## config.mk

```make
export PLATFORM = sky130hd
export DESIGN_NAME = door_lock_controller_top
export DESIGN_NICKNAME = d
export VERILOG_FILES = /design/src/rtl/core/dlc_pkg.sv /design/src/rtl/core/dlc_cfg_regs.sv /design/src/rtl/core/dlc_lock_fsm.sv /design/src/rtl/core/door_lock_controller_top.sv
export SDC_FILE = /design/constraint.sdc
export NUM_CORES = 1
export LEC_CHECK = 0
export BUFFER_PORTS_ARGS = -buffer_cell sky130_fd_sc_hd__clkbuf_2
export CORE_MARGIN = 2
export CORE_UTILIZATION = 55
export DETAILED_ROUTE_END_ITERATION = 6
export PLACE_DENSITY = 0.72
export SLEW_MARGIN = 20
export SYNTH_ARGS = -nofsm -noshare
export SYNTH_HDL_FRONTEND = slang
export SYNTH_HIERARCHICAL = 1
export SYNTH_SLANG_ARGS = --single-unit
```

## constraint.sdc

```tcl
create_clock -name clk -period 6.3 [get_ports clk]
set_input_delay 0.945 -clock clk [delete_from_list [all_inputs] [get_ports clk]]
set_output_delay 0.945 -clock clk [all_outputs]
set_load 0.005 [all_outputs]
```

## src/rtl/core/dlc_pkg.sv

```systemverilog
`timescale 1ns / 1ps
// dlc_pkg: shared types, codes and constants of the door lock controller
// no dependencies; imported by every module of the block

package dlc_pkg;

	// register reset values
	localparam logic [31:0] UNLOCK_TIMEOUT_RST = 32'd10000;
	localparam logic [31:0] OPEN_DEBOUNCE_RST  = 32'd500;
	localparam logic [31:0] OPEN_ALERT_RST     = 32'd60000;

	// configuration register indexes
	localparam logic [1:0] REG_UNLOCK_TIMEOUT = 2'd0;
	localparam logic [1:0] REG_OPEN_DEBOUNCE  = 2'd1;
	localparam logic [1:0] REG_OPEN_ALERT     = 2'd2;

	// request kinds
	typedef enum logic [2:0] {
		MODE_POLL   = 3'd0,
		MODE_UNLOCK = 3'd1,
		MODE_LOCK   = 3'd2,
		MODE_READ   = 3'd3,
		MODE_START  = 3'd4
	} mode_t;

	// door state machine, one-hot
	typedef enum logic [2:0] {
		ST_LOCKED   = 3'b001,
		ST_WAIT     = 3'b010,
		ST_UNLOCKED = 3'b100
	} door_state_t;

	// reported lock state codes
	localparam logic [1:0] LOCK_CODE_LOCKED   = 2'd0;
	localparam logic [1:0] LOCK_CODE_WAIT     = 2'd1;
	localparam logic [1:0] LOCK_CODE_UNLOCKED = 2'd2;

	// servo commands
	localparam logic [1:0] SERVO_NONE   = 2'd0;
	localparam logic [1:0] SERVO_LOCK   = 2'd1;
	localparam logic [1:0] SERVO_UNLOCK = 2'd2;

	// message codes
	localparam logic [1:0] MSG_NONE        = 2'd0;
	localparam logic [1:0] MSG_AUTO_LOCKED = 2'd1;
	localparam logic [1:0] MSG_OPEN_LONG   = 2'd2;
	localparam logic [1:0] MSG_LOCK_FAILED = 2'd3;

	// event latch bit positions
	localparam int EV_LOCK   = 0;
	localparam int EV_UNLOCK = 1;
	localparam int EV_FAIL   = 2;
	localparam int EV_LONG   = 3;

	typedef struct packed {
		logic [31:0] unlock_timeout_ms;
		logic [31:0] open_debounce_ms;
		logic [31:0] open_alert_ms;
	} cfg_t;

	typedef struct packed {
		mode_t       mode;
		logic [31:0] now_ms;
		logic        mag_near;
		logic        close_event;
	} item_t;

	typedef struct packed {
		logic [1:0] lock_state;
		logic [1:0] servo_action;
		logic [1:0] message_code;
		logic [3:0] events;
	} result_t;

	// map the one-hot state onto its reported code
	function automatic logic [1:0] lock_code(door_state_t st);
		logic [1:0] code;
		unique case (st)
			ST_LOCKED:   code = LOCK_CODE_LOCKED;
			ST_WAIT:     code = LOCK_CODE_WAIT;
			ST_UNLOCKED: code = LOCK_CODE_UNLOCKED;
			default:     code = LOCK_CODE_LOCKED;
		endcase
		return code;
	endfunction

endpackage

```

## src/rtl/core/dlc_cfg_regs.sv

```systemverilog
`timescale 1ns / 1ps
// dlc_cfg_regs: the three timing registers and their write port
// depends on dlc_pkg

module dlc_cfg_regs
	import dlc_pkg::*;
(
	input  logic        clk,
	input  logic        arst_n,
	input  logic        cfg_valid,
	input  logic [1:0]  cfg_index,
	input  logic [31:0] cfg_data,
	output cfg_t        cfg
);

	cfg_t cfg_q;

	// register write decode, writes past the list are dropped
	always_ff @(posedge clk or negedge arst_n) begin
		if (!arst_n) begin
			cfg_q.unlock_timeout_ms <= UNLOCK_TIMEOUT_RST;
			cfg_q.open_debounce_ms  <= OPEN_DEBOUNCE_RST;
			cfg_q.open_alert_ms     <= OPEN_ALERT_RST;
		end else if (cfg_valid) begin
			unique case (cfg_index)
				REG_UNLOCK_TIMEOUT: cfg_q.unlock_timeout_ms <= cfg_data;
				REG_OPEN_DEBOUNCE:  cfg_q.open_debounce_ms  <= cfg_data;
				REG_OPEN_ALERT:     cfg_q.open_alert_ms     <= cfg_data;
				default: ;
			endcase
		end
	end

	assign cfg = cfg_q;

endmodule

```

## src/rtl/core/dlc_lock_fsm.sv

```systemverilog
`timescale 1ns / 1ps
// dlc_lock_fsm: door state, timers and event latches with the per-request update
// depends on dlc_pkg; driven by the input stage of the top level

module dlc_lock_fsm
	import dlc_pkg::*;
#(
	parameter int TIME_WIDTH = 32
) (
	input  logic    clk,
	input  logic    arst_n,
	input  logic    fire,
	input  item_t   item,
	input  cfg_t    cfg,
	output result_t result
);

	localparam int TW = TIME_WIDTH;
	localparam int CW = (TIME_WIDTH > 32) ? TIME_WIDTH : 32;

	// state registers
	door_state_t   door_q;
	logic          dbc_active_q;
	logic [TW-1:0] dbc_start_q;
	logic [TW-1:0] deadline_q;
	logic          open_track_q;
	logic [TW-1:0] open_since_q;
	logic          alert_sent_q;
	logic [3:0]    events_q;

	// next values
	door_state_t   door_n;
	logic          dbc_active_n;
	logic [TW-1:0] dbc_start_n;
	logic [TW-1:0] deadline_n;
	logic          open_track_n;
	logic [TW-1:0] open_since_n;
	logic          alert_sent_n;
	logic [3:0]    events_n;
	logic [1:0]    servo;
	logic [1:0]    msg;
	logic [3:0]    ev_out;

	logic [CW-1:0] now_ext;
	logic [TW-1:0] now_t;
	logic [TW-1:0] new_deadline;
	logic [TW-1:0] dl_diff;
	logic          dl_passed;
	logic          dbc_done;
	logic          alert_due;
	logic          mag;

	// wrapped time since start compared against a full register value
	function automatic logic elapsed(logic [TW-1:0] now, logic [TW-1:0] start,
		logic [31:0] dt);
		logic [TW-1:0] diff;
		diff = now - start;
		return CW'(diff) >= CW'(dt);
	endfunction

	assign now_ext      = CW'(item.now_ms);
	assign now_t        = now_ext[TW-1:0];
	assign mag          = item.mag_near;
	assign new_deadline = now_t + TW'(CW'(cfg.unlock_timeout_ms));
	assign dl_diff      = deadline_q - now_t;
	assign dl_passed    = (dl_diff == '0) || dl_diff[TW-1];
	assign dbc_done     = elapsed(now_t, dbc_start_q, cfg.open_debounce_ms);
	assign alert_due    = elapsed(now_t, open_since_q, cfg.open_alert_ms);

	// request update, written in the order the steps take effect
	always_comb begin
		door_n       = door_q;
		dbc_active_n = dbc_active_q;
		dbc_start_n  = dbc_start_q;
		deadline_n   = deadline_q;
		open_track_n = open_track_q;
		open_since_n = open_since_q;
		alert_sent_n = alert_sent_q;
		events_n     = events_q;
		servo        = SERVO_NONE;
		msg          = MSG_NONE;
		ev_out       = '0;
		case (item.mode)
			MODE_POLL: begin
				if (item.close_event && door_q != ST_LOCKED) begin
					// confirmed close locks at once
					servo           = SERVO_LOCK;
					door_n          = ST_LOCKED;
					dbc_active_n    = 1'b0;
					open_track_n    = 1'b0;
					events_n[EV_LOCK] = 1'b1;
				end else begin
					if (door_q == ST_WAIT) begin
						// open debounce
						if (!dbc_active_q) begin
							if (!mag) begin
								dbc_active_n = 1'b1;
								dbc_start_n  = now_t;
							end
						end else if (mag) begin
							dbc_active_n = 1'b0;
						end else if (dbc_done) begin
							door_n       = ST_UNLOCKED;
							dbc_active_n = 1'b0;
						end
						// forgot-to-open deadline
						if (dl_passed) begin
							if (mag) begin
								servo             = SERVO_LOCK;
								door_n            = ST_LOCKED;
								dbc_active_n      = 1'b0;
								open_track_n      = 1'b0;
								events_n[EV_LOCK] = 1'b1;
								msg               = MSG_AUTO_LOCKED;
							end else begin
								door_n       = ST_UNLOCKED;
								dbc_active_n = 1'b0;
							end
						end
					end
					// open-too-long alert
					if (door_n == ST_UNLOCKED) begin
						if (!mag) begin
							if (!open_track_n) begin
								open_track_n = 1'b1;
								open_since_n = now_t;
							end else if (alert_due && !alert_sent_q) begin
								alert_sent_n = 1'b1;
								if (!events_n[EV_LONG]) begin
									events_n[EV_LONG] = 1'b1;
									msg               = MSG_OPEN_LONG;
								end
							end
						end else begin
							open_track_n = 1'b0;
							alert_sent_n = 1'b0;
						end
					end
				end
			end
			MODE_UNLOCK: begin
				if (door_q == ST_WAIT) begin
					servo        = SERVO_UNLOCK;
					deadline_n   = new_deadline;
					dbc_active_n = 1'b0;
				end else if (door_q != ST_UNLOCKED) begin
					servo               = SERVO_UNLOCK;
					door_n              = ST_WAIT;
					deadline_n          = new_deadline;
					dbc_active_n        = 1'b0;
					open_track_n        = 1'b0;
					events_n[EV_UNLOCK] = 1'b1;
				end
			end
			MODE_LOCK: begin
				if (door_q != ST_LOCKED) begin
					if (mag) begin
						servo             = SERVO_LOCK;
						door_n            = ST_LOCKED;
						dbc_active_n      = 1'b0;
						open_track_n      = 1'b0;
						events_n[EV_LOCK] = 1'b1;
					end else begin
						events_n[EV_FAIL] = 1'b1;
						msg               = MSG_LOCK_FAILED;
					end
				end
			end
			MODE_READ: begin
				ev_out   = events_q;
				events_n = '0;
			end
			MODE_START: begin
				if (mag) begin
					servo             = SERVO_LOCK;
					door_n            = ST_LOCKED;
					dbc_active_n      = 1'b0;
					open_track_n      = 1'b0;
					events_n[EV_LOCK] = 1'b1;
				end else begin
					servo  = SERVO_UNLOCK;
					door_n = ST_UNLOCKED;
				end
			end
			default: ;
		endcase
	end

	// state commit on each accepted request
	always_ff @(posedge clk or negedge arst_n) begin
		if (!arst_n) begin
			door_q       <= ST_LOCKED;
			dbc_active_q <= 1'b0;
			dbc_start_q  <= '0;
			deadline_q   <= '0;
			open_track_q <= 1'b0;
			open_since_q <= '0;
			alert_sent_q <= 1'b0;
			events_q     <= '0;
		end else if (fire) begin
			door_q       <= door_n;
			dbc_active_q <= dbc_active_n;
			dbc_start_q  <= dbc_start_n;
			deadline_q   <= deadline_n;
			open_track_q <= open_track_n;
			open_since_q <= open_since_n;
			alert_sent_q <= alert_sent_n;
			events_q     <= events_n;
		end
	end

	assign result.lock_state   = lock_code(door_n);
	assign result.servo_action = servo;
	assign result.message_code = msg;
	assign result.events       = ev_out;

endmodule

```

## src/rtl/core/door_lock_controller_top.sv

```systemverilog
`timescale 1ns / 1ps
// door_lock_controller_top: request register, lock state machine, result register
// depends on dlc_pkg, dlc_cfg_regs and dlc_lock_fsm
//
// channel | direction | handshake              | payload
// s_*     | in        | s_tvalid / s_tready    | s_tuser mode, s_tdata time and sensors
// m_*     | out       | m_tvalid / m_tready    | m_tdata state, servo, message, events
// cfg_*   | in        | cfg_valid / cfg_ready  | cfg_index, cfg_data
//
// one request per cycle sustained while m_tready keeps the result register draining;
// an accepted request moves on from the request register into the result register
// the state machine updates as a request moves from the request register
// into the result register; a stalled result holds the request register,
// and s_tready stays high while either register is free or draining
// reset is asynchronous and leaves the lock locked with timing registers at default

module door_lock_controller_top
	import dlc_pkg::*;
#(
	parameter int TIME_WIDTH = 32
) (
	input  logic        clk,
	input  logic        arst_n,
	input  logic        s_tvalid,
	output logic        s_tready,
	input  logic [39:0] s_tdata,  // now_ms[31:0], mag_near[32], close_event[33], zero
	input  logic [2:0]  s_tuser,  // mode[2:0]
	output logic        m_tvalid,
	input  logic        m_tready,
	output logic [15:0] m_tdata,  // lock_state[1:0], servo_action[3:2], message_code[5:4],
	                              // lock_event[6], unlock_event[7], failed_lock_event[8],
	                              // open_long_event[9], zero
	input  logic        cfg_valid,
	output logic        cfg_ready,
	input  logic [1:0]  cfg_index,
	input  logic [31:0] cfg_data
);

	cfg_t    cfg;
	item_t   item_s1;
	logic    valid_s1;
	result_t result;
	result_t result_s2;
	logic    valid_s2;
	logic    advance;

	// configuration registers
	assign cfg_ready = 1'b1;

	dlc_cfg_regs u_cfg (
		.clk       (clk),
		.arst_n    (arst_n),
		.cfg_valid (cfg_valid),
		.cfg_index (cfg_index),
		.cfg_data  (cfg_data),
		.cfg       (cfg)
	);

	// pipeline control
	assign advance  = valid_s1 && (!valid_s2 || m_tready);
	assign s_tready = !valid_s1 || advance;

	// request register
	always_ff @(posedge clk or negedge arst_n) begin
		if (!arst_n) begin
			valid_s1 <= 1'b0;
		end else if (s_tready) begin
			valid_s1 <= s_tvalid;
		end
	end

	always_ff @(posedge clk) begin
		if (s_tvalid && s_tready) begin
			item_s1.mode        <= mode_t'(s_tuser);
			item_s1.now_ms      <= s_tdata[31:0];
			item_s1.mag_near    <= s_tdata[32];
			item_s1.close_event <= s_tdata[33];
		end
	end

	// lock state machine
	dlc_lock_fsm #(
		.TIME_WIDTH (TIME_WIDTH)
	) u_fsm (
		.clk    (clk),
		.arst_n (arst_n),
		.fire   (advance),
		.item   (item_s1),
		.cfg    (cfg),
		.result (result)
	);

	// result register
	always_ff @(posedge clk or negedge arst_n) begin
		if (!arst_n) begin
			valid_s2 <= 1'b0;
		end else if (advance) begin
			valid_s2 <= 1'b1;
		end else if (m_tready) begin
			valid_s2 <= 1'b0;
		end
	end

	always_ff @(posedge clk) begin
		if (advance) begin
			result_s2 <= result;
		end
	end

	assign m_tvalid = valid_s2;
	assign m_tdata  = {6'd0, result_s2.events, result_s2.message_code,
		result_s2.servo_action, result_s2.lock_state};

	// a free result register never holds back requests
	assert property (@(posedge clk) disable iff (!arst_n)
		!valid_s2 |-> s_tready)
		else $error("request stalled with empty result register");

	// a lock drive always leaves the door locked
	assert property (@(posedge clk) disable iff (!arst_n)
		(m_tvalid && m_tdata[3:2] == SERVO_LOCK) |-> (m_tdata[1:0] == LOCK_CODE_LOCKED))
		else $error("lock drive without locked state");

	// an unlock drive never leaves the door locked
	assert property (@(posedge clk) disable iff (!arst_n)
		(m_tvalid && m_tdata[3:2] == SERVO_UNLOCK) |-> (m_tdata[1:0] != LOCK_CODE_LOCKED))
		else $error("unlock drive with locked state");

	// auto-lock message only with a lock drive
	assert property (@(posedge clk) disable iff (!arst_n)
		(m_tvalid && m_tdata[5:4] == MSG_AUTO_LOCKED) |-> (m_tdata[3:2] == SERVO_LOCK))
		else $error("auto-lock message without lock drive");

endmodule

```

==> results.md, run 1 <==
Worst setup path:
- The arrival time at the worst endpoint is about 6.5 ns.
- The launching instance or port of the critical path is item_s1[2].
- Among all stages on the critical path, the largest delay is contributed by sky130_fd_sc_hd__o41ai_2.
- The longest individual stage delay on the worst path is roughly 0.43 ns.
- The maximum fanout count along the critical path is 8.
- The origin of the critical flop-to-flop path is item_s1[2].
- The critical path is of the flip-flop to flip-flop type.
- The critical path startpoint category is a flip-flop.
- The kind of capture point of the worst setup path is a flip-flop.
- The endpoint of the lowest-slack register-to-register path is u_fsm/open_since_q[9].
- Measured in cells, the most critical reg-to-reg path has a length of 26.
- The worst path required time is about 6.8 ns.
- Setup slack on the worst reg-to-reg path comes out at between 0.2 and 0.3 ns.

Final layout:
- Cells fill between 60% and 70% of the core in the end.
- The number of inserted filler cells in the final layout is between 2k and 3k.
- The number of antenna repair diodes is 0.
- Compared with the post-synthesis result, the final layout area differs by 10.63%.
- The number of nets in the layout is ~2.2k.
- Of the cells placed in the final design, the portion with a size suffix greater than 1 is between 10% and 20%.
- The final standard cell area without fillers is 20020 sq um.

Synth:
- The Yosys step of the flow raised 6 warnings.
- The synthesized netlist contains between 90 and 100 unique library cells.
- The post-synthesis share of cell area spent on full adders, half adders and majority gates is around 13%.
- Sequential elements use a little over a third of the synthesized area.
- Of all flip-flops after synthesis, the portion carrying an async set or reset was roughly four fifths.
- The most frequently used flop master after synthesis is sky130_fd_sc_hd__dfrtp_1.
- The mean instance size in the synthesized netlist is between 9 and 10 sq um.
- Counting every instance in the synthesized netlist gives between 1.5k and 2k.
- The synthesized-area fraction occupied by and/or/nand/nor cells is between 10% and 20%.
- Summing every instance area after synthesis gives 18090 sq um.
- In this run, synthesis inferred between 40 and 50 flip-flops with an integrated enable.
- The combinational family with the most area after synthesis is compound AO/OA/AOI/OAI gates.
- The total of flip-flops plus latches after synthesis is 251.
- Of the total synthesized cell area, the portion taken by XOR and XNOR cells is 4.114%.
- The fraction of the mapped netlist area in compound gates is about 18%.
- Multiplexer cells account for 8.671% of the synthesized area.

Power and ir drop:
- The areal power density over the cells is between 300 and 400 nW/um^2.
- The leakage power total is a little over 9 nW.
- The worst-case IR drop observed on VDD is 0.0002521 V.
- The design draws about 7.4 mW.

Timing:
- The hold violation total from the final report was 0.
- The number of slew-limit violations in the final report is 0.
- The post-layout minimum cycle time is 6.035 ns.
- Of the available clock period, the critical path in the final layout requires between 90% and 100%.
- The slew of the pin with the lowest slew margin is between 0.8 and 0.9 ns.
- The worst setup slack after layout is between 0.2 and 0.3 ns.
- Clock skew on the completed layout was measured at approximately 0.01 ns.
- Headroom to the max-slew limit came out at a little over two fifths.
- Based on the critical path, the design can be clocked at up to around 0.17 GHz.
- Setup violations remaining at the end of the flow were counted as 0.

Clocking:
- The clock transition time at the flip-flop clock pins of the worst setup and hold paths is roughly 0.06 ns.
- The CTS tree is built.
- In this run the number of H-tree levels came out at 1.
- The longest clock path from root to sink contains 3 buffers.
- The tree built by TritonCTS fans out to ~250 sinks.
- The number of buffers added to fix hold violations after cts is 0.
- CTS placed an instance of sky130_fd_sc_hd__clkbuf_16 at the clock tree root.
- The clock latency on the worst-skew pair is 0.55 ns.
- Buffers inserted during clock tree synthesis total 29.

Placed design:
- Buffers placed on the I/O ports in this run total 87.
- The placement-stage worst setup slack is -0.07198 ns.
- The standard cell area after detailed placement is 18870 sq um.
- The HPWL reported at the end of detailed placement is roughly 35000 microns.
- At the end of routability-driven placement, the weighted congestion stood at between 0.9 and 1.

Worst hold path:
- The path type of the worst min-delay path is primary input to async pin.

Routing:
- In the routed layout, each cell is associated on average with a via count of between 5 and 6.
- In the routed design, unresolved DRC markers number 0.
- The via count is roughly 15k.
- Before antenna repair, the detailed router went through 5 iterations.
- The wire length per cell is between 15 and 20 microns.
- In this run the remaining antenna-violating nets after routing total 0.
- After detailed routing, the total wire length is 47220 microns.
- In this run, the number of DRC markers left after iteration 0 of detailed routing was between 1k and 1.5k.

Die:
- The initialized floorplan defines 66 standard-cell rows.
- The floorplan die area is around 34000 sq um.
- The starting density of the core is between 50 and 60%.
- The area of the core region is between 30000 and 40000 sq um.
- The vertical extent of the die is between 150 and 200 microns.
- The number of I/O pins is 101.
- The width of the die is ~190 microns.

Global routing:
- Global routing used ~28% of the available tracks.
- The first-pass GRT wire length is ~75000 microns.
- The number of antenna violations at the first check in global routing is 1.
- Entering global routing, the biggest net connects 112 pins.
- After global routing the overflow that remains totals 0.
- The number of global-route vias before repair is between 10k and 15k.

Run:
- The total of max-cap violations is 0.

Outcome:
- The flow ran to the end, and the final reports show no timing, DRC or antenna violations.
## state kept, by name (all words and copies together), names as in the netlist
register	cells
item_s1	37
u_fsm/alert_sent_q	1
m_tvalid	1
u_fsm/dbc_active_q	1
u_cfg/cfg	96
valid_s1	1
u_fsm/door_q	3
m_tdata	10
u_fsm/events_q	4
u_fsm/open_since_q	32
u_fsm/open_track_q	1
u_fsm/deadline_q	32
u_fsm/dbc_start_q	32
## worst max-delay path by stage
stage | endpoint | slack (ns)
floorplan | u_fsm/open_since_q[31] | 1.02
detailed placement | u_fsm/open_since_q[9] | -0.07
global placement | u_fsm/open_since_q[11] | 0.04
global route | u_fsm/open_since_q[9] | -0.02
finish | u_fsm/open_since_q[9] | 0.27
CTS | u_fsm/open_since_q[9] | 0.05
## cells by family (layout without fill, tap and decap cells)
logic type / Yosys count / in the layout
AO/OA/AOI/OAI: 495 / 495
AND/OR/NAND/NOR: 466 / 466
XOR/XNOR: 85 / 85
multiplexers: 144 / 144
buffers and inverters: 249 / 350
flip-flops: 251 / 251
other: 2 / 7
adder cells (fa/ha/maj): 192 / 192
## worst max-delay path: cells and delay by family, from the launching register on
family | cells | cell delay (ns)
xor+xnor | 1 | 0.10
simple gates | 4 | 1.03
mux | 1 | 0.21
buf+inv | 5 | 0.71
compound gates | 12 | 2.63
flops | 1 | 0.38
fa+ha+maj | 3 | 0.85
## synthesized netlist by cell type, types with 12 or more instances
cell type,instances,area [sq um]
sky130_fd_sc_hd__mux2_2,98,1104
sky130_fd_sc_hd__o211ai_1,14,105.1
sky130_fd_sc_hd__xor2_1,31,271.5
sky130_fd_sc_hd__a31oi_1,23,143.9
sky130_fd_sc_hd__a21o_1,56,420.4
sky130_fd_sc_hd__inv_1,187,701.9
sky130_fd_sc_hd__mux2i_1,42,420.4
sky130_fd_sc_hd__or3_1,12,75.07
sky130_fd_sc_hd__clkbuf_1,20,75.07
sky130_fd_sc_hd__nand2b_1,32,200.2
sky130_fd_sc_hd__and3_1,21,131.4
sky130_fd_sc_hd__nand2_1,136,510.5
sky130_fd_sc_hd__o21ai_0,120,600.6
sky130_fd_sc_hd__xnor2_1,54,473.0
sky130_fd_sc_hd__dfstp_2,19,499.2
sky130_fd_sc_hd__nor2b_1,20,125.1
sky130_fd_sc_hd__nor3_1,34,170.2
sky130_fd_sc_hd__edfxtp_1,47,1411
sky130_fd_sc_hd__o31ai_1,15,112.6
sky130_fd_sc_hd__o21a_1,19,142.6
sky130_fd_sc_hd__a211oi_1,17,127.6
sky130_fd_sc_hd__dfrtp_1,185,4629
sky130_fd_sc_hd__ha_1,188,2352
sky130_fd_sc_hd__nand4_1,17,106.4
sky130_fd_sc_hd__nand3_1,34,170.2
sky130_fd_sc_hd__a21oi_1,107,535.5
sky130_fd_sc_hd__o2111ai_1,13,113.9
sky130_fd_sc_hd__o21ai_1,13,65.06
sky130_fd_sc_hd__buf_2,16,80.08
sky130_fd_sc_hd__nor2_1,100,375.4
## timing repair
item / CTS / global route
setup endpoints to repair: 36 / 40
resized for setup: 2 / 17
setup buffers: 0 / 3
cloned: 0 / 2
pin swaps: 0 / 7
## power breakdown
part	switching, mW	internal, mW
Clock	0.664	1.04
Sequential	0.195	2.00
Combinational	2.03	1.43
## metrics by stage
stage | instances | setup TNS [ns] | hold slack (ns)
after floorplan | 1889 | 0 | 0.4498
final | 2432 | 0 | 0.4262
after global placement | 2375 | 0 | 0.4605
after CTS | 2427 | 0 | 0.4837
after global routing | 2432 | -0.06534 | 0.5080
after detailed placement | 2375 | -0.6716 | 0.4709
## layout by cell type (no fill, tap or decap), types with 19 or more instances in the layout
cell type                   instances
sky130_fd_sc_hd__xor2_1            31
sky130_fd_sc_hd__a21oi_1          104
sky130_fd_sc_hd__nor2_1           100
sky130_fd_sc_hd__nor2b_1           20
sky130_fd_sc_hd__clkbuf_2          86
sky130_fd_sc_hd__dfstp_2           19
sky130_fd_sc_hd__mux2i_1           42
sky130_fd_sc_hd__o21ai_0          119
sky130_fd_sc_hd__nand3_1           33
sky130_fd_sc_hd__ha_1             186
sky130_fd_sc_hd__mux2_2            98
sky130_fd_sc_hd__nor3_1            34
sky130_fd_sc_hd__inv_1            187
sky130_fd_sc_hd__and3_1            20
sky130_fd_sc_hd__o21a_1            19
sky130_fd_sc_hd__dfrtp_1          185
sky130_fd_sc_hd__xnor2_1           54
sky130_fd_sc_hd__edfxtp_1          47
sky130_fd_sc_hd__nand2b_1          32
sky130_fd_sc_hd__a31oi_1           22
sky130_fd_sc_hd__a21o_1            56
sky130_fd_sc_hd__nand2_1          134
sky130_fd_sc_hd__clkbuf_16         31
## layer usage
| layer | wire length (microns) | track usage, % | up-vias | share of wire [%] |
|---|---|---|---|---|
| li1 | - | - | 6953 | - |
| met1 | 20880 | 37.61 | 7081 | 44 |
| met2 | 22230 | 46.19 | 440 | 47 |
| met3 | 2629 | 3.126 | 94 | 5.6 |
| met4 | 1478 | 8.286 | 0 | 3.1 |
| met5 | 0 | 0 | - | 0 |
## layout make-up
type                            count  area [sq um]  share of cell area [%]
Tap cell                          442         553.0                   2.763
Timing Repair Buffer              109         681.9                   3.406
Inverter                          189         709.4                   3.544
Sequential cell                   251          6540                   32.67
Clock inverter                      8         115.1                  0.5750
Multi-Input combinational cell   1389         10570                   52.78
Clock buffer                       44         852.1                   4.257
Note: power is estimated with default switching activity, not from simulation.
==> run 2: changes to the inputs <==
--- a/config.mk
+++ b/config.mk
@@ -6,10 +6,10 @@
 export NUM_CORES = 1
 export LEC_CHECK = 0
 export BUFFER_PORTS_ARGS = -buffer_cell sky130_fd_sc_hd__clkbuf_2
-export CORE_MARGIN = 2
-export CORE_UTILIZATION = 55
+export CORE_MARGIN = 3
+export CORE_UTILIZATION = 50
 export DETAILED_ROUTE_END_ITERATION = 6
-export PLACE_DENSITY = 0.72
+export PLACE_DENSITY = 0.66
 export SLEW_MARGIN = 20
 export SYNTH_ARGS = -nofsm -noshare
 export SYNTH_HDL_FRONTEND = slang
==> constraint.sdc (replaced) <==
create_clock -name clk -period 6.1 [get_ports clk]
set_input_delay 0.915 -clock clk [delete_from_list [all_inputs] [get_ports clk]]
set_output_delay 0.915 -clock clk [all_outputs]
set_load 0.005 [all_outputs]
==> run 2 against run 1 <==
Compared with the run above:
- wire length increased by 1.3%
- clock power about the same
- register-to-register slack lost 0.08 ns
- cell count increased by 1.4%
- setup slack worse by 0.078 ns
- global-route usage decreased by 3.2 points
- largest cell class unchanged
- maximum frequency increased by 2.1%
- core utilization decreased by 5.2 points
- sequential share of layout area is 0.17 points lower
- combinational power increased by 5%
- sequential power rose by 3%
==> results.md, run 2 (same netlist as run 1, synthesis figures left out) <==
Die:
- Once the floorplan was initialized, standard cells occupied 50.75% of the core.
- The width of the die is 196.2 microns.
- During I/O placement, the number of pins put on the boundary was between 100 and 150.
- The vertical extent of the die is 196.2 microns.
- The floorplan has about 70 rows.
- The die covers 38510 sq um.
- The core region is between 30000 and 40000 sq um.

Routing:
- The remaining antenna violation count after routing is 0.
- The first routing iteration left a little over 1k violations.
- The total wire length after detailed routing is 47840 microns.
- Dividing the detail-routed via count by the number of cells gives a little under 6.
- After detailed routing, the number of remaining DRC violations is 0.
- The wire length per cell is 19.40 microns.
- The first detailed-routing pass ran for 5 iterations.
- The via count is roughly 14k.

Global routing:
- The number of global-route vias before repair is approximately 14k.
- The first global-routing pass estimated 76260 microns of wire.
- The remaining global-route overflow is 0.
- The number of antenna violations at the first check in global routing was 2.
- For this run, the total global-route usage over all layers was measured as about a quarter.
- The maximum number of pins on one net before global-route repair is about 120.

Placed design:
- Timing analysis after detailed placement gives a worst setup slack of -0.1636 ns.
- After legalization and detailed placement, the total HPWL measured between 30000 and 40000 microns.
- The final weighted congestion in routability-driven placement is 0.9385.
- In this run the tool buffered the top-level ports with slightly below 90 buffer cells.

Power and ir drop:
- The areal power density over the cells is 377.4 nW/um^2.
- The leakage power total is about 9.4 nW.
- The overall power after layout is ~7.6 mW.
- The maximum vdd drop is roughly 0.00024 V.

Worst hold path:
- The path type of the worst min-delay path is primary input to async pin.

Timing:
- On the final layout, the worst clock skew is between 0.01 and 0.015 ns.
- The worst slew margin relative to its limit is 50.27%.
- The sum of negative setup slack is 0 ns.
- The worst setup slack after layout is around 0.19 ns.
- For the pin with the worst max-slew slack, the measured transition is 0.7459 ns.
- The highest achievable clock rate is roughly 0.17 GHz.
- The number of slew-limit violations in the final report is 0.
- The post-layout minimum cycle time is between 5 and 6 ns.
- The final worst-path cycle share is between 90% and 100%.
- The hold violation total from the final report is 0.
- Setup violations remaining at the end of the flow were counted as 0.

Clocking:
- Clock tree synthesis inserted a total of 29 buffers.
- The clock root buffer master is sky130_fd_sc_hd__clkbuf_16.
- After clock tree synthesis, the clock-pin slew on the worst setup and hold paths is ~0.060 ns.
- At the later pin of the worst-skew pair, clock insertion delay measures approximately 0.55 ns.
- The maximum level of the CTS H-tree is 1.
- TritonCTS built the clock tree.
- The TritonCTS sink count is about 250.
- The maximum clock insertion buffer count is 3.

Final layout:
- The number of antenna repair diodes is 0.
- The number of inserted filler cells in the final layout is 3167.
- The leading cell type in the layout, fill and taps excluded is sky130_fd_sc_hd__ha_1.
- Relative to the synthesized area, the layout overhead comes to 11.21%.
- Cells fill between 50% and 60% of the core in the end.
- After the last flow step, the layout net total stands at 2257.
- Cells with a size suffix above 1 make up between 10% and 20% of the layout.
- The number of flip-flops under the largest register name is 96.
- The library cells used most frequently in the layout, excluding fill and tap cells, are sky130_fd_sc_hd__ha_1 (188), sky130_fd_sc_hd__inv_1 (186), sky130_fd_sc_hd__dfrtp_1 (185), sky130_fd_sc_hd__nand2_1 (134), sky130_fd_sc_hd__o21ai_0 (120).

Worst setup path:
- The critical path is of the flip-flop to flip-flop type.
- STA classifies the critical path startpoint as a flip-flop.
- Data on the critical path is required at its endpoint by ~6.4 ns.
- In this run the worst path has a maximum fanout of 6.
- The highest-delay cell along the critical path is sky130_fd_sc_hd__a21oi_1.
- The longest individual stage delay on the worst path is around 0.54 ns.
- Walking the worst path, the cells encountered are ha_1, o21ai_0, a21oi_1, a311oi_1, buf_4, nor3_1, o31a_1, and2_1, nor2_1, ha_1, nor3_1, o21ai_0, a2111o_1, a211o_1, a211o_1, o211ai_1, a21oi_1, o221a_2, a41o_1.
- The worst setup path is captured at a flip-flop.
- STA puts the critical path data arrival time at between 6 and 7 ns.

Outcome:
- The run finished with clean final reports.

Run:
- Max-cap violations in this run came to 0.
[run 2: per-stage QoR]
stage                     area, sq um  cells  hold slack, ns
after floorplan                 18110   1889          0.4498
after global placement          19000   2409          0.4609
after detailed placement        19000   2409          0.4701
after CTS                       19930   2462          0.4186
after global routing            20120   2466          0.4443
final                           20120   2466          0.3689
[run 2: where the power goes]
part / switching (mW) / internal (mW)
Combinational: 2.11 / 1.51
Sequential: 0.200 / 2.07
Clock: 0.705 / 1.01
Total: 3.01 / 4.58
[run 2: critical path: cells and delay by family (launching register included)]
family	cells	cell delay, ns
adders and majority gates	2	0.56
and+or+nand+nor	4	0.96
buffers and inverters	1	0.19
DFF	1	0.46
AOI/OAI and AO/OA	12	3.46
[run 2: repair_timing]
| item | in CTS | in global routing |
|---|---|---|
| setup buffers | 0 | 2 |
| pin swaps | 0 | 10 |
| hold buffers | 0 | 0 |
| resized for setup | 2 | 26 |
| gates cloned | 0 | 2 |
| setup endpoints to repair | 36 | 41 |
[run 2: metal layers]
metal | track usage, % | up-vias | wire length (microns)
met5 | 0 | - | 26
met4 | 6.285 | 4 | 1352
met3 | 2.662 | 95 | 2051
met2 | 41.15 | 333 | 22650
met1 | 33.83 | 6947 | 21770
li1 | - | 6985 | -
[run 2: final cells by class]
type                            count  area [sq um]  share of cell area [%]
Inverter                          189         709.4                   3.525
Clock buffer                       36         762.0                   3.787
Sequential cell                   251          6540                   32.50
Multi-Input combinational cell   1389         10590                   52.61
Timing Repair Buffer              123         787.0                   3.911
Tap cell                          461         576.8                   2.866
Clock inverter                     17         160.2                  0.7959
[run 2: worst paths after layout]
kind,startpoint,to,slack [ns],depth (start not counted)
worst max-delay path,item_s1[7],m_tdata[5],0.19,19
worst min-delay path,arst_n,u_cfg/cfg[24],0.37,1
worst max register to register,item_s1[7],m_tdata[5],0.19,19
worst min register to register,u_fsm/dbc_start_q[19],u_fsm/dbc_start_q[19],0.48,2
max in group asynchronous,arst_n,u_cfg/cfg[42],4.59,2
min in group clk,u_fsm/dbc_start_q[19],u_fsm/dbc_start_q[19],0.48,2
